$ cat src/sv/rwpg_pkg.sv
// Package of the rolling wave pixel generator: command and register codes,
// field widths and the request and response types of the shared divider.
// No dependencies.
`default_nettype none

package rwpg_pkg;

  localparam int CMD_W = 2;
  localparam int PIX_W = 16;
  localparam int SLOT_W = 4;
  localparam int COLOR_W = 24;
  localparam int CHAN_W = 8;
  localparam int CFG_IDX_W = 3;
  localparam int CFG_DATA_W = 24;
  localparam int POS_W = 13;
  localparam int STEP_W = 9;
  localparam int PAL_MAX = 16;

  localparam int DIVIDEND_W = 17;
  localparam int DIVISOR_W = 13;
  localparam int DIV_CNT_W = 5;

  localparam logic [CMD_W-1:0] CMD_LOAD = 2'd0;
  localparam logic [CMD_W-1:0] CMD_FILL = 2'd1;
  localparam logic [CMD_W-1:0] CMD_TICK = 2'd2;

  localparam logic [CFG_IDX_W-1:0] REG_GRAD_LENGTH = 3'd0;
  localparam logic [CFG_IDX_W-1:0] REG_SPACING = 3'd1;
  localparam logic [CFG_IDX_W-1:0] REG_TRAIL_MODE = 3'd2;
  localparam logic [CFG_IDX_W-1:0] REG_PALETTE_LENGTH = 3'd3;
  localparam logic [CFG_IDX_W-1:0] REG_LED_COUNT = 3'd4;
  localparam logic [CFG_IDX_W-1:0] REG_DIM_POWER = 3'd5;
  localparam logic [CFG_IDX_W-1:0] REG_BACKGROUND_COLOR = 3'd6;

  localparam logic [1:0] TRAIL_END = 2'd0;
  localparam logic [1:0] TRAIL_BOTH = 2'd1;
  localparam logic [1:0] TRAIL_LEAD = 2'd2;

  typedef struct packed {
    logic                  start;
    logic [DIVIDEND_W-1:0] dividend;
    logic [DIVISOR_W-1:0]  divisor;
  } div_req_t;

  typedef struct packed {
    logic                  busy;
    logic                  done;
    logic [DIVIDEND_W-1:0] quot;
    logic [DIVISOR_W-1:0]  rem;
  } div_rsp_t;

endpackage

`default_nettype wire

$ cat src/sv/rwpg_in_if.sv
// Request channel of the rolling wave pixel generator.
// Depends on rwpg_pkg for the field widths.
`default_nettype none

interface rwpg_in_if;
  logic                          valid;
  logic                          ready;
  logic [rwpg_pkg::CMD_W-1:0]    cmd;
  logic [rwpg_pkg::PIX_W-1:0]    pixel_index;
  logic [rwpg_pkg::SLOT_W-1:0]   palette_slot;
  logic [rwpg_pkg::COLOR_W-1:0]  color_value;

  modport source (output valid, cmd, pixel_index, palette_slot, color_value, input ready);
  modport sink (input valid, cmd, pixel_index, palette_slot, color_value, output ready);
endinterface

`default_nettype wire

$ cat src/sv/rwpg_out_if.sv
// Result channel of the rolling wave pixel generator: one RGB pixel per fill or tick request.
// Depends on rwpg_pkg for the field widths.
`default_nettype none

interface rwpg_out_if;
  logic                        valid;
  logic                        ready;
  logic [rwpg_pkg::CHAN_W-1:0] red;
  logic [rwpg_pkg::CHAN_W-1:0] green;
  logic [rwpg_pkg::CHAN_W-1:0] blue;

  modport source (output valid, red, green, blue, input ready);
  modport sink (input valid, red, green, blue, output ready);
endinterface

`default_nettype wire

$ cat src/sv/rwpg_div.sv
// Shared restoring divider, one quotient bit per cycle.
// Depends on rwpg_pkg for the request and response types.
`default_nettype none

module rwpg_div (
  input  wire logic               clk,
  input  wire logic               rst_n,
  input  wire rwpg_pkg::div_req_t req,
  output rwpg_pkg::div_rsp_t      rsp
);

  localparam int DW = rwpg_pkg::DIVIDEND_W;
  localparam int SW = rwpg_pkg::DIVISOR_W;
  localparam int CW = rwpg_pkg::DIV_CNT_W;

  logic [DW-1:0] quot_r;
  logic [SW-1:0] rem_r;
  logic [SW-1:0] dsr_r;
  logic [CW-1:0] cnt_r;
  logic          busy_r;
  logic          done_r;

  logic [SW:0]   trial;
  logic          fits;
  logic [SW:0]   diff;
  logic [SW-1:0] rem_nxt;

  always_comb begin
    trial = {rem_r, quot_r[DW-1]};
    fits = trial >= {1'b0, dsr_r};
    diff = trial - {1'b0, dsr_r};
    rem_nxt = fits ? diff[SW-1:0] : trial[SW-1:0];
  end

  always_ff @(posedge clk) begin
    if (!rst_n) begin
      busy_r <= 1'b0;
      done_r <= 1'b0;
      cnt_r <= '0;
    end else begin
      done_r <= 1'b0;
      if (req.start) begin
        busy_r <= 1'b1;
        cnt_r <= '0;
      end else if (busy_r) begin
        cnt_r <= cnt_r + 1'b1;
        if (cnt_r == CW'(DW - 1)) begin
          busy_r <= 1'b0;
          done_r <= 1'b1;
        end
      end
    end
  end

  always_ff @(posedge clk) begin
    if (req.start) begin
      quot_r <= req.dividend;
      rem_r <= '0;
      dsr_r <= req.divisor;
    end else if (busy_r) begin
      quot_r <= {quot_r[DW-2:0], fits};
      rem_r <= rem_nxt;
    end
  end

  assign rsp.busy = busy_r;
  assign rsp.done = done_r;
  assign rsp.quot = quot_r;
  assign rsp.rem = rem_r;

endmodule

`default_nettype wire

$ cat src/sv/rolling_wave_pixel_generator.sv
// Rolling wave pixel generator: a palette load returns nothing; a fill request and a
// tick each use one shared 17-step restoring divider, which runs three times for a fill
// and four times for a tick (position modulo the cycle, wave index and step, trail
// dimming, and for a tick the position update); the palette memory read is registered
// between the wave index division and the trail dimming, and the pixel is formed last.
// One request is processed at a time; the finished pixel sits in an output register,
// so the next request is taken while it waits. Palette entries read before they are
// written return undefined colors.
`default_nettype none

module rolling_wave_pixel_generator #(
  parameter int PALETTE_DEPTH = 16
) (
  input  wire logic                                clk,
  input  wire logic                                rst_n,
  rwpg_in_if.sink                                  in_req,
  rwpg_out_if.source                               out_res,
  input  wire logic                                cfg_we,
  input  wire logic [rwpg_pkg::CFG_IDX_W-1:0]      cfg_index,
  input  wire logic [rwpg_pkg::CFG_DATA_W-1:0]     cfg_data
);

  localparam int AW = (PALETTE_DEPTH > 1) ? $clog2(PALETTE_DEPTH) : 1;
  localparam int PW = rwpg_pkg::POS_W;
  localparam int SW = rwpg_pkg::STEP_W;
  localparam int CW = rwpg_pkg::COLOR_W;
  localparam int DW = rwpg_pkg::DIVIDEND_W;
  localparam int VW = rwpg_pkg::DIVISOR_W;

  typedef enum logic [6:0] {
    S_IDLE  = 7'b0000001,
    S_MOD_T = 7'b0000010,
    S_DIV_L = 7'b0000100,
    S_RD    = 7'b0001000,
    S_DIM   = 7'b0010000,
    S_POS   = 7'b0100000,
    S_OUT   = 7'b1000000
  } state_t;

  logic [7:0]  grad_r;
  logic [7:0]  spacing_r;
  logic [1:0]  trail_r;
  logic [4:0]  plen_r;
  logic [15:0] leds_r;
  logic [7:0]  dim_r;
  logic [CW-1:0] bg_color_r;

  state_t state_r, state_nxt;
  logic [rwpg_pkg::CMD_W-1:0] cmd_r;
  logic [SW-1:0] step_r, step_nxt;
  logic          pick_r, pick_nxt;
  logic [PW-1:0] wp_r, wp_nxt;
  logic [CW-1:0] cwc_r, cwc_nxt;
  logic [7:0]    ratio_r, ratio_nxt;
  logic [CW-1:0] rd_data_r;
  logic [AW-1:0] rd_addr;
  logic          out_valid_r;
  logic [7:0]    out_red_r, out_green_r, out_blue_r;
  logic          out_load;

  logic [CW-1:0] pal_mem [PALETTE_DEPTH];

  rwpg_pkg::div_req_t div_req;
  rwpg_pkg::div_rsp_t div_rsp;

  logic [7:0]  g_eff;
  logic [4:0]  plen_eff;
  logic [SW-1:0] wave_len;
  logic [13:0] t_prod;
  logic [PW-1:0] t_len;
  logic [15:0] far_idx;
  logic        in_acc;

  logic [7:0] half, first, mid;
  logic       adj;
  logic [9:0] st_w;
  logic [7:0] st;
  logic [15:0] prod;
  logic       is_bg, is_head;
  logic [16:0] sc_r, sc_g, sc_b;
  logic [CW-1:0] pix_color;

  // Configuration registers.
  always_ff @(posedge clk) begin
    if (!rst_n) begin
      grad_r <= 8'd8;
      spacing_r <= 8'd0;
      trail_r <= rwpg_pkg::TRAIL_BOTH;
      plen_r <= 5'd1;
      leds_r <= 16'd1;
      dim_r <= 8'd255;
      bg_color_r <= '0;
    end else if (cfg_we) begin
      unique case (cfg_index)
        rwpg_pkg::REG_GRAD_LENGTH:      grad_r <= cfg_data[7:0];
        rwpg_pkg::REG_SPACING:          spacing_r <= cfg_data[7:0];
        rwpg_pkg::REG_TRAIL_MODE:       trail_r <= cfg_data[1:0];
        rwpg_pkg::REG_PALETTE_LENGTH:   plen_r <= cfg_data[4:0];
        rwpg_pkg::REG_LED_COUNT:        leds_r <= cfg_data[15:0];
        rwpg_pkg::REG_DIM_POWER:        dim_r <= cfg_data[7:0];
        rwpg_pkg::REG_BACKGROUND_COLOR: bg_color_r <= cfg_data[CW-1:0];
        default: ;
      endcase
    end
  end

  // Cycle geometry.
  always_comb begin
    g_eff = (grad_r == 8'd0) ? 8'd1 : grad_r;
    plen_eff = plen_r;
    if (plen_eff == 5'd0) plen_eff = 5'd1;
    if (plen_eff > 5'(rwpg_pkg::PAL_MAX)) plen_eff = 5'(rwpg_pkg::PAL_MAX);
    if (32'(plen_eff) > PALETTE_DEPTH) plen_eff = 5'(PALETTE_DEPTH);
    wave_len = {1'b0, g_eff} + {1'b0, spacing_r};
    t_prod = {9'd0, plen_eff} * {5'd0, wave_len};
    t_len = t_prod[PW-1:0];
    far_idx = leds_r - 16'd1;
  end

  // Trail shape for the current step.
  always_comb begin
    case (trail_r)
      rwpg_pkg::TRAIL_END: begin
        half = g_eff;
        first = 8'd0;
        adj = 1'b0;
        mid = 8'd0;
      end
      rwpg_pkg::TRAIL_LEAD: begin
        half = g_eff;
        first = g_eff;
        adj = 1'b0;
        mid = g_eff - 8'd1;
      end
      default: begin
        half = {1'b0, g_eff[7:1]};
        first = {1'b0, g_eff[7:1]};
        adj = g_eff[0];
        mid = {1'b0, g_eff[7:1]};
      end
    endcase
    if (step_r < {1'b0, first}) begin
      st_w = {2'b0, half} - {1'b0, step_r};
    end else if (step_r < {1'b0, g_eff}) begin
      st_w = {2'b0, half} + {9'd0, adj} + {1'b0, step_r} - {2'b0, g_eff};
    end else begin
      st_w = '0;
    end
    st = st_w[7:0];
    prod = st * dim_r;
    is_bg = step_r >= {1'b0, g_eff};
    is_head = step_r == {1'b0, mid};
  end

  // Pixel color from the registered dimming ratio.
  always_comb begin
    sc_r = cwc_r[23:16] * ({1'b0, ratio_r} + 9'd1);
    sc_g = cwc_r[15:8] * ({1'b0, ratio_r} + 9'd1);
    sc_b = cwc_r[7:0] * ({1'b0, ratio_r} + 9'd1);
    if (is_bg) begin
      pix_color = bg_color_r;
    end else if (is_head) begin
      pix_color = cwc_r;
    end else begin
      pix_color = {sc_r[15:8], sc_g[15:8], sc_b[15:8]};
    end
  end

  assign in_acc = in_req.valid && in_req.ready;
  assign in_req.ready = (state_r == S_IDLE);
  assign out_load = (state_r == S_OUT) && (!out_valid_r || out_res.ready);
  assign rd_addr = AW'(div_rsp.quot[3:0]);

  // Palette memory.
  always_ff @(posedge clk) begin
    if (in_acc && (in_req.cmd == rwpg_pkg::CMD_LOAD) &&
        (32'(in_req.palette_slot) < PALETTE_DEPTH)) begin
      pal_mem[AW'(in_req.palette_slot)] <= in_req.color_value;
    end
    rd_data_r <= pal_mem[rd_addr];
  end

  rwpg_div u_div (
    .clk  (clk),
    .rst_n(rst_n),
    .req  (div_req),
    .rsp  (div_rsp)
  );

  always_comb begin
    state_nxt = state_r;
    step_nxt = step_r;
    pick_nxt = pick_r;
    wp_nxt = wp_r;
    cwc_nxt = cwc_r;
    ratio_nxt = ratio_r;
    div_req.start = 1'b0;
    div_req.dividend = '0;
    div_req.divisor = t_len;
    unique case (state_r)
      S_IDLE: begin
        if (in_acc && (in_req.cmd == rwpg_pkg::CMD_FILL)) begin
          div_req.start = 1'b1;
          div_req.dividend = DW'(in_req.pixel_index);
          state_nxt = S_MOD_T;
        end else if (in_acc && (in_req.cmd == rwpg_pkg::CMD_TICK)) begin
          div_req.start = 1'b1;
          div_req.dividend = DW'(wp_r) + DW'(far_idx);
          state_nxt = S_MOD_T;
        end
      end
      S_MOD_T: begin
        if (div_rsp.done) begin
          div_req.start = 1'b1;
          div_req.dividend = DW'(div_rsp.rem);
          div_req.divisor = VW'(wave_len);
          state_nxt = S_DIV_L;
        end
      end
      S_DIV_L: begin
        if (div_rsp.done) begin
          step_nxt = div_rsp.rem[SW-1:0];
          pick_nxt = (cmd_r == rwpg_pkg::CMD_FILL) || (div_rsp.rem == '0);
          state_nxt = S_RD;
        end
      end
      S_RD: begin
        if (pick_r) cwc_nxt = rd_data_r;
        if (cmd_r == rwpg_pkg::CMD_FILL) begin
          wp_nxt = (step_r + 9'd1 == wave_len) ? '0 : PW'(step_r + 9'd1);
        end
        div_req.start = 1'b1;
        div_req.dividend = DW'(prod);
        div_req.divisor = VW'({1'b0, half} + 9'd1);
        state_nxt = S_DIM;
      end
      S_DIM: begin
        if (div_rsp.done) begin
          ratio_nxt = dim_r - div_rsp.quot[7:0];
          if (cmd_r == rwpg_pkg::CMD_TICK) begin
            div_req.start = 1'b1;
            div_req.dividend = DW'(wp_r) + DW'(1);
            state_nxt = S_POS;
          end else begin
            state_nxt = S_OUT;
          end
        end
      end
      S_POS: begin
        if (div_rsp.done) begin
          wp_nxt = div_rsp.rem;
          state_nxt = S_OUT;
        end
      end
      S_OUT: begin
        if (out_load) state_nxt = S_IDLE;
      end
      default: state_nxt = S_IDLE;
    endcase
  end

  always_ff @(posedge clk) begin
    if (!rst_n) begin
      state_r <= S_IDLE;
      wp_r <= '0;
      cwc_r <= '0;
      out_valid_r <= 1'b0;
    end else begin
      state_r <= state_nxt;
      wp_r <= wp_nxt;
      cwc_r <= cwc_nxt;
      if (out_load) begin
        out_valid_r <= 1'b1;
      end else if (out_res.ready) begin
        out_valid_r <= 1'b0;
      end
    end
  end

  always_ff @(posedge clk) begin
    if (in_acc) cmd_r <= in_req.cmd;
    step_r <= step_nxt;
    pick_r <= pick_nxt;
    ratio_r <= ratio_nxt;
    if (out_load) begin
      out_red_r <= pix_color[23:16];
      out_green_r <= pix_color[15:8];
      out_blue_r <= pix_color[7:0];
    end
  end

  assign out_res.valid = out_valid_r;
  assign out_res.red = out_red_r;
  assign out_res.green = out_green_r;
  assign out_res.blue = out_blue_r;

  a_div_done_state: assert property (@(posedge clk) disable iff (!rst_n)
    div_rsp.done |-> (state_r == S_MOD_T || state_r == S_DIV_L ||
                      state_r == S_DIM || state_r == S_POS))
    else $error("divider finished outside a waiting state");

  a_idle_div_quiet: assert property (@(posedge clk) disable iff (!rst_n)
    (state_r == S_IDLE) |-> !div_rsp.busy)
    else $error("divider busy while idle");

  a_out_loaded: assert property (@(posedge clk) disable iff (!rst_n)
    out_load |=> out_valid_r)
    else $error("finished pixel not presented");

  a_work_starts: assert property (@(posedge clk) disable iff (!rst_n)
    (in_acc && (in_req.cmd == rwpg_pkg::CMD_FILL || in_req.cmd == rwpg_pkg::CMD_TICK))
      |=> (state_r == S_MOD_T && div_rsp.busy))
    else $error("pixel request did not start the divider");

endmodule

`default_nettype wire

$ cat src/flat_wrapper.sv
// flat-port wrapper written by rule: the top's interface ports become plain ports
module rolling_wave_pixel_generator_flat 
#(
  parameter int PALETTE_DEPTH = 16
)
  (clk, rst_n, cfg_we, cfg_index, cfg_data, in_req_valid, in_req_cmd, in_req_pixel_index, in_req_palette_slot, in_req_color_value, in_req_ready, out_res_valid, out_res_red, out_res_green, out_res_blue, out_res_ready);
  rwpg_in_if in_req_i ();
  rwpg_out_if out_res_i ();
  input  wire logic clk;
  input  wire logic rst_n;
  input  wire logic cfg_we;
  input  wire logic [rwpg_pkg::CFG_IDX_W-1:0] cfg_index;
  input  wire logic [rwpg_pkg::CFG_DATA_W-1:0] cfg_data;
  input wire logic [$bits(in_req_i.valid)-1:0] in_req_valid;
  input wire logic [$bits(in_req_i.cmd)-1:0] in_req_cmd;
  input wire logic [$bits(in_req_i.pixel_index)-1:0] in_req_pixel_index;
  input wire logic [$bits(in_req_i.palette_slot)-1:0] in_req_palette_slot;
  input wire logic [$bits(in_req_i.color_value)-1:0] in_req_color_value;
  output wire logic [$bits(in_req_i.ready)-1:0] in_req_ready;
  output wire logic [$bits(out_res_i.valid)-1:0] out_res_valid;
  output wire logic [$bits(out_res_i.red)-1:0] out_res_red;
  output wire logic [$bits(out_res_i.green)-1:0] out_res_green;
  output wire logic [$bits(out_res_i.blue)-1:0] out_res_blue;
  input wire logic [$bits(out_res_i.ready)-1:0] out_res_ready;
  assign in_req_i.valid = in_req_valid;
  assign in_req_i.cmd = in_req_cmd;
  assign in_req_i.pixel_index = in_req_pixel_index;
  assign in_req_i.palette_slot = in_req_palette_slot;
  assign in_req_i.color_value = in_req_color_value;
  assign in_req_ready = in_req_i.ready;
  assign out_res_valid = out_res_i.valid;
  assign out_res_red = out_res_i.red;
  assign out_res_green = out_res_i.green;
  assign out_res_blue = out_res_i.blue;
  assign out_res_i.ready = out_res_ready;
  rolling_wave_pixel_generator #(.PALETTE_DEPTH(PALETTE_DEPTH)) u_core (.clk(clk), .rst_n(rst_n), .in_req(in_req_i), .out_res(out_res_i), .cfg_we(cfg_we), .cfg_index(cfg_index), .cfg_data(cfg_data));
endmodule
$ cat config.mk
export PLATFORM = sky130hd
export DESIGN_NAME = rolling_wave_pixel_generator_flat
export DESIGN_NICKNAME = d
export VERILOG_FILES = /design/src/sv/rwpg_pkg.sv /design/src/sv/rwpg_in_if.sv /design/src/sv/rwpg_out_if.sv /design/src/sv/rwpg_div.sv /design/src/sv/rolling_wave_pixel_generator.sv /design/src/flat_wrapper.sv
export SDC_FILE = /design/constraint.sdc
export NUM_CORES = 2
export LEC_CHECK = 0
export ABC_AREA = 1
export BUFFER_PORTS_ARGS = -buffer_cell sky130_fd_sc_hd__clkbuf_2
export CAP_MARGIN = 30
export CELL_PAD_IN_SITES_DETAIL_PLACEMENT = 1
export CELL_PAD_IN_SITES_GLOBAL_PLACEMENT = 1
export CORE_MARGIN = 8
export CORE_UTILIZATION = 45
export CTS_BUF_LIST = sky130_fd_sc_hd__clkbuf_8
export DETAILED_ROUTE_END_ITERATION = 8
export PLACE_DENSITY = 0.81
export SLEW_MARGIN = 0
export SYNTH_ARGS = -nofsm -noshare
export SYNTH_HDL_FRONTEND = slang
export SYNTH_SLANG_ARGS = --single-unit
$ cat constraint.sdc
create_clock -name clk -period 10.6 [get_ports clk]
set_input_delay 2.12 -clock clk [delete_from_list [all_inputs] [get_ports clk]]
set_output_delay 2.12 -clock clk [all_outputs]
set_load 0.03 [all_outputs]
==> reports/qor.txt <==
Most used cell, CP: nand2_1
Async SR Flop Fraction: 0
Slew HR: 0.312
Setup Fix Bufs, Post-CTS: 0
Via count: 31268
CP max-delay cell: dfxtp_1
Post-Layout Cell Count: 5588
Pre-antenna DRT Iters: 5
Placed cell count: 5387
Initial core utilization: 0.452
Syn-to-layout area delta: 10.9%
Die height: 310 um
Worst EP required: 11.11 ns
Antenna violations before repair: 8
Crit path arrival time: 8.36 ns
Port bufs: 103
Critical path buffers and inverters: 7
Critical Path Sink Type: register
Pwr per Cell Area: 165 mW/mm2
EDFF count, synth: 458
Leakage dissipation: 18.7 nW
Via density: 5.60
CTS tree: built
FP Rows: 108
IO Pins: 104
Slowest stage delay, CP: 0.73 ns
Global-route wire length before repair: 190000 um
Post-detail-place hpwl: 88000 um
FILL cells: 10036
Post-route ant nets: 0
RSZ-0062 raised after global routing: no
Yosys warning total: 0
Startpoint types: register
Share of layout cells above drive strength 1: 0.0804
Grt total ovfl: 0
Total power: 7.14 mW
Fin. Hold Viols: 0
Initial DRC count: 2276
Synthesized instance count: 4244
Tmin final: 7.85 ns
MaxCap Viol Count: 0
Syn_nets: 4738
Vias in the first global route: 33160
Final period util: 0.740
Status: complete, no violations
Commonest non-fill, non-tap cell in the layout: nand2_1
Remaining DRCs: 0
Clock Sink Count: 618
Synth cell types: 58
Pin count of the biggest net entering global routing: 88
CP Class: register to register
Average routed wire per standard cell: 22.2 um
Max Clock Skew: 0.0545 ns
Synth Flop Type: edfxtp_1
Mapped Area: 0.0390 mm2
Register bit total from synthesis: 618
Finish-stage setup viols: 0
Max-slew violation count: 0
Core ar.: 0.0862 mm2
Syn Area/Cell: 9.18 um2
Die X: 310 um
CP delay by family, top: adder cells
Commonest cells after routing, fill and taps aside: 679 x nand2_1, 667 x inv_1, 458 x edfxtp_1
Clk root buf: clkbuf_8
Hold crit path type: register to register
FF/Latch Area: 0.0170 mm2
Final net count: 4832
All-layer global routing usage: 0.254
Crit path max fanout: 17
VDD IR-drop max: 0.168 mV
Multi-input logic area: 0.0190 mm2
Setup TNS: 0 ns
Htree depth: 3
Clock tree buffer depth: 3
Highest Clock Rate: 127 MHz
Final Wtd Congestion: 0.904
CTS Hold Bufs: 0
Drt total wl: 124000 um
Final WS setup: 2.75 ns
Die Area: 0.0962 mm2
Sequential area share after synthesis: 0.435
Num CTS Buffers: 103
Worst slew pin tran: 1.03 ns
Worst-path clk slew: 0.07 ns
Setup Slack @ Placement: 2.84 ns
Worst-skew pair later-pin latency: 0.80 ns
Gates resized, CTS repair: 0
-- synth_stat cells (3+ instances only) --
library cell	instances	area, um2
or2_2	11	68.8
o22ai_1	5	31.3
nor3_1	36	180
and3_1	3	18.8
inv_2	13	48.8
a21oi_1	290	1450
clkbuf_1	115	432
a21o_1	11	82.6
nand2_2	3	18.8
nor2_1	397	1490
fa_1	188	3760
nand3b_1	3	22.5
o21bai_1	9	67.6
o221ai_1	4	35.0
o21ai_0	301	1510
o21ai_1	8	40.0
a31oi_1	8	50.1
buf_2	22	110
nand3_1	181	906
nand3_2	3	30.0
o2111ai_1	8	70.1
nand4_1	58	363
mux2i_1	96	961
ha_1	228	2850
nor2_4	4	45.0
inv_1	633	2380
o21a_1	4	30.0
xor2_1	64	561
a211oi_1	14	105
xnor2_1	33	289
o31ai_1	10	75.1
nor2_2	3	18.8
buf_4	3	22.5
nor4_1	6	37.5
buf_1	13	48.8
nand2_1	679	2550
a221oi_1	5	43.8
dfxtp_1	160	3200
clkinv_1	9	33.8
o211ai_1	121	908
edfxtp_1	458	13800
-- path summary, 6_finish.rpt --
check                                           from                                  to  slack (ns)  cells after the start
setup reg to reg      u_core.trail_r[0]$_SDFFE_PN1P_   u_core.u_div.quot_r[15]$_DFFE_PP_        2.75                     38
hold / removal    u_core.u_div.cnt_r[4]$_SDFFE_PP0P_  u_core.u_div.cnt_r[4]$_SDFFE_PP0P_        0.49                      2
setup / recovery      u_core.trail_r[0]$_SDFFE_PN1P_   u_core.u_div.quot_r[15]$_DFFE_PP_        2.75                     38
hold reg to reg   u_core.u_div.cnt_r[4]$_SDFFE_PP0P_  u_core.u_div.cnt_r[4]$_SDFFE_PP0P_        0.49                      2
-- report_power, final --
| group | internal (mW) | leakage, nW | switching (mW) |
|---|---|---|---|
| clock | 1.22 | 1.25 | 1.07 |
| combinational | 0.670 | 12.0 | 1.34 |
| sequential | 2.74 | 5.45 | 0.101 |
| total | 4.63 | 18.7 | 2.51 |
-- cell type report --
cell class | count | share of cell area
Multi-Input combinational cell | 2816 | 0.441
Sequential cell | 618 | 0.393
Inverter | 655 | 0.0569
Clock buffer | 113 | 0.0360
Tap cell | 1155 | 0.0335
Timing Repair Buffer | 144 | 0.0250
Clock inverter | 82 | 0.0150
Antenna cell | 5 | 0.000290
-- stage by stage --
step / instance area [um2] / utilization / hold slack, ns
after detailed placement: 41000 / 0.475 / 0.481
final: 43200 / 0.501 / 0.485
after CTS: 43200 / 0.501 / 0.490
after global routing: 43200 / 0.501 / 0.522
after global placement: 40600 / 0.471 / 0.467
after floorplan: 39000 / - / 0.444
-- layer usage --
metal  track usage  share of wire  up-vias
met1         0.333           0.43    15663
met3        0.0365          0.057      239
met4        0.0875          0.034        4
met5             0        0.00019        -
met2         0.430           0.48      931
li1              -              -    14431
-- worst min-delay path, stage by stage, from the launching register on --
cell,delay (ns)
dfxtp_1,0.32
nand2_1,0.06
a21oi_1,0.05
-- logic make-up after synthesis --
family | Yosys count | synth area share
multiplexers | 96 | 0.0247
AO/OA/AOI/OAI | 813 | 0.119
XOR/XNOR | 98 | 0.0222
AND/OR/NAND/NOR | 1393 | 0.149
adder cells (fa/ha/maj) | 416 | 0.170
buffers and inverters | 810 | 0.0794
flip-flops | 618 | 0.435
-- sequential cells by signal, indices dropped and copies added (netlist names), 9 cells and up --
signal and flops:
u_core.rd_data_r 24, u_core.pal_mem 384, u_core.cwc_r 24, u_core.u_div.quot_r 17, u_core.leds_r 16, u_core.u_div.rem_r 13, u_core.u_div.dsr_r 13, u_core.bg_color_r 24
u_core.wp_r 13, u_core.step_r 9
(Power assumes the default switching activity.)
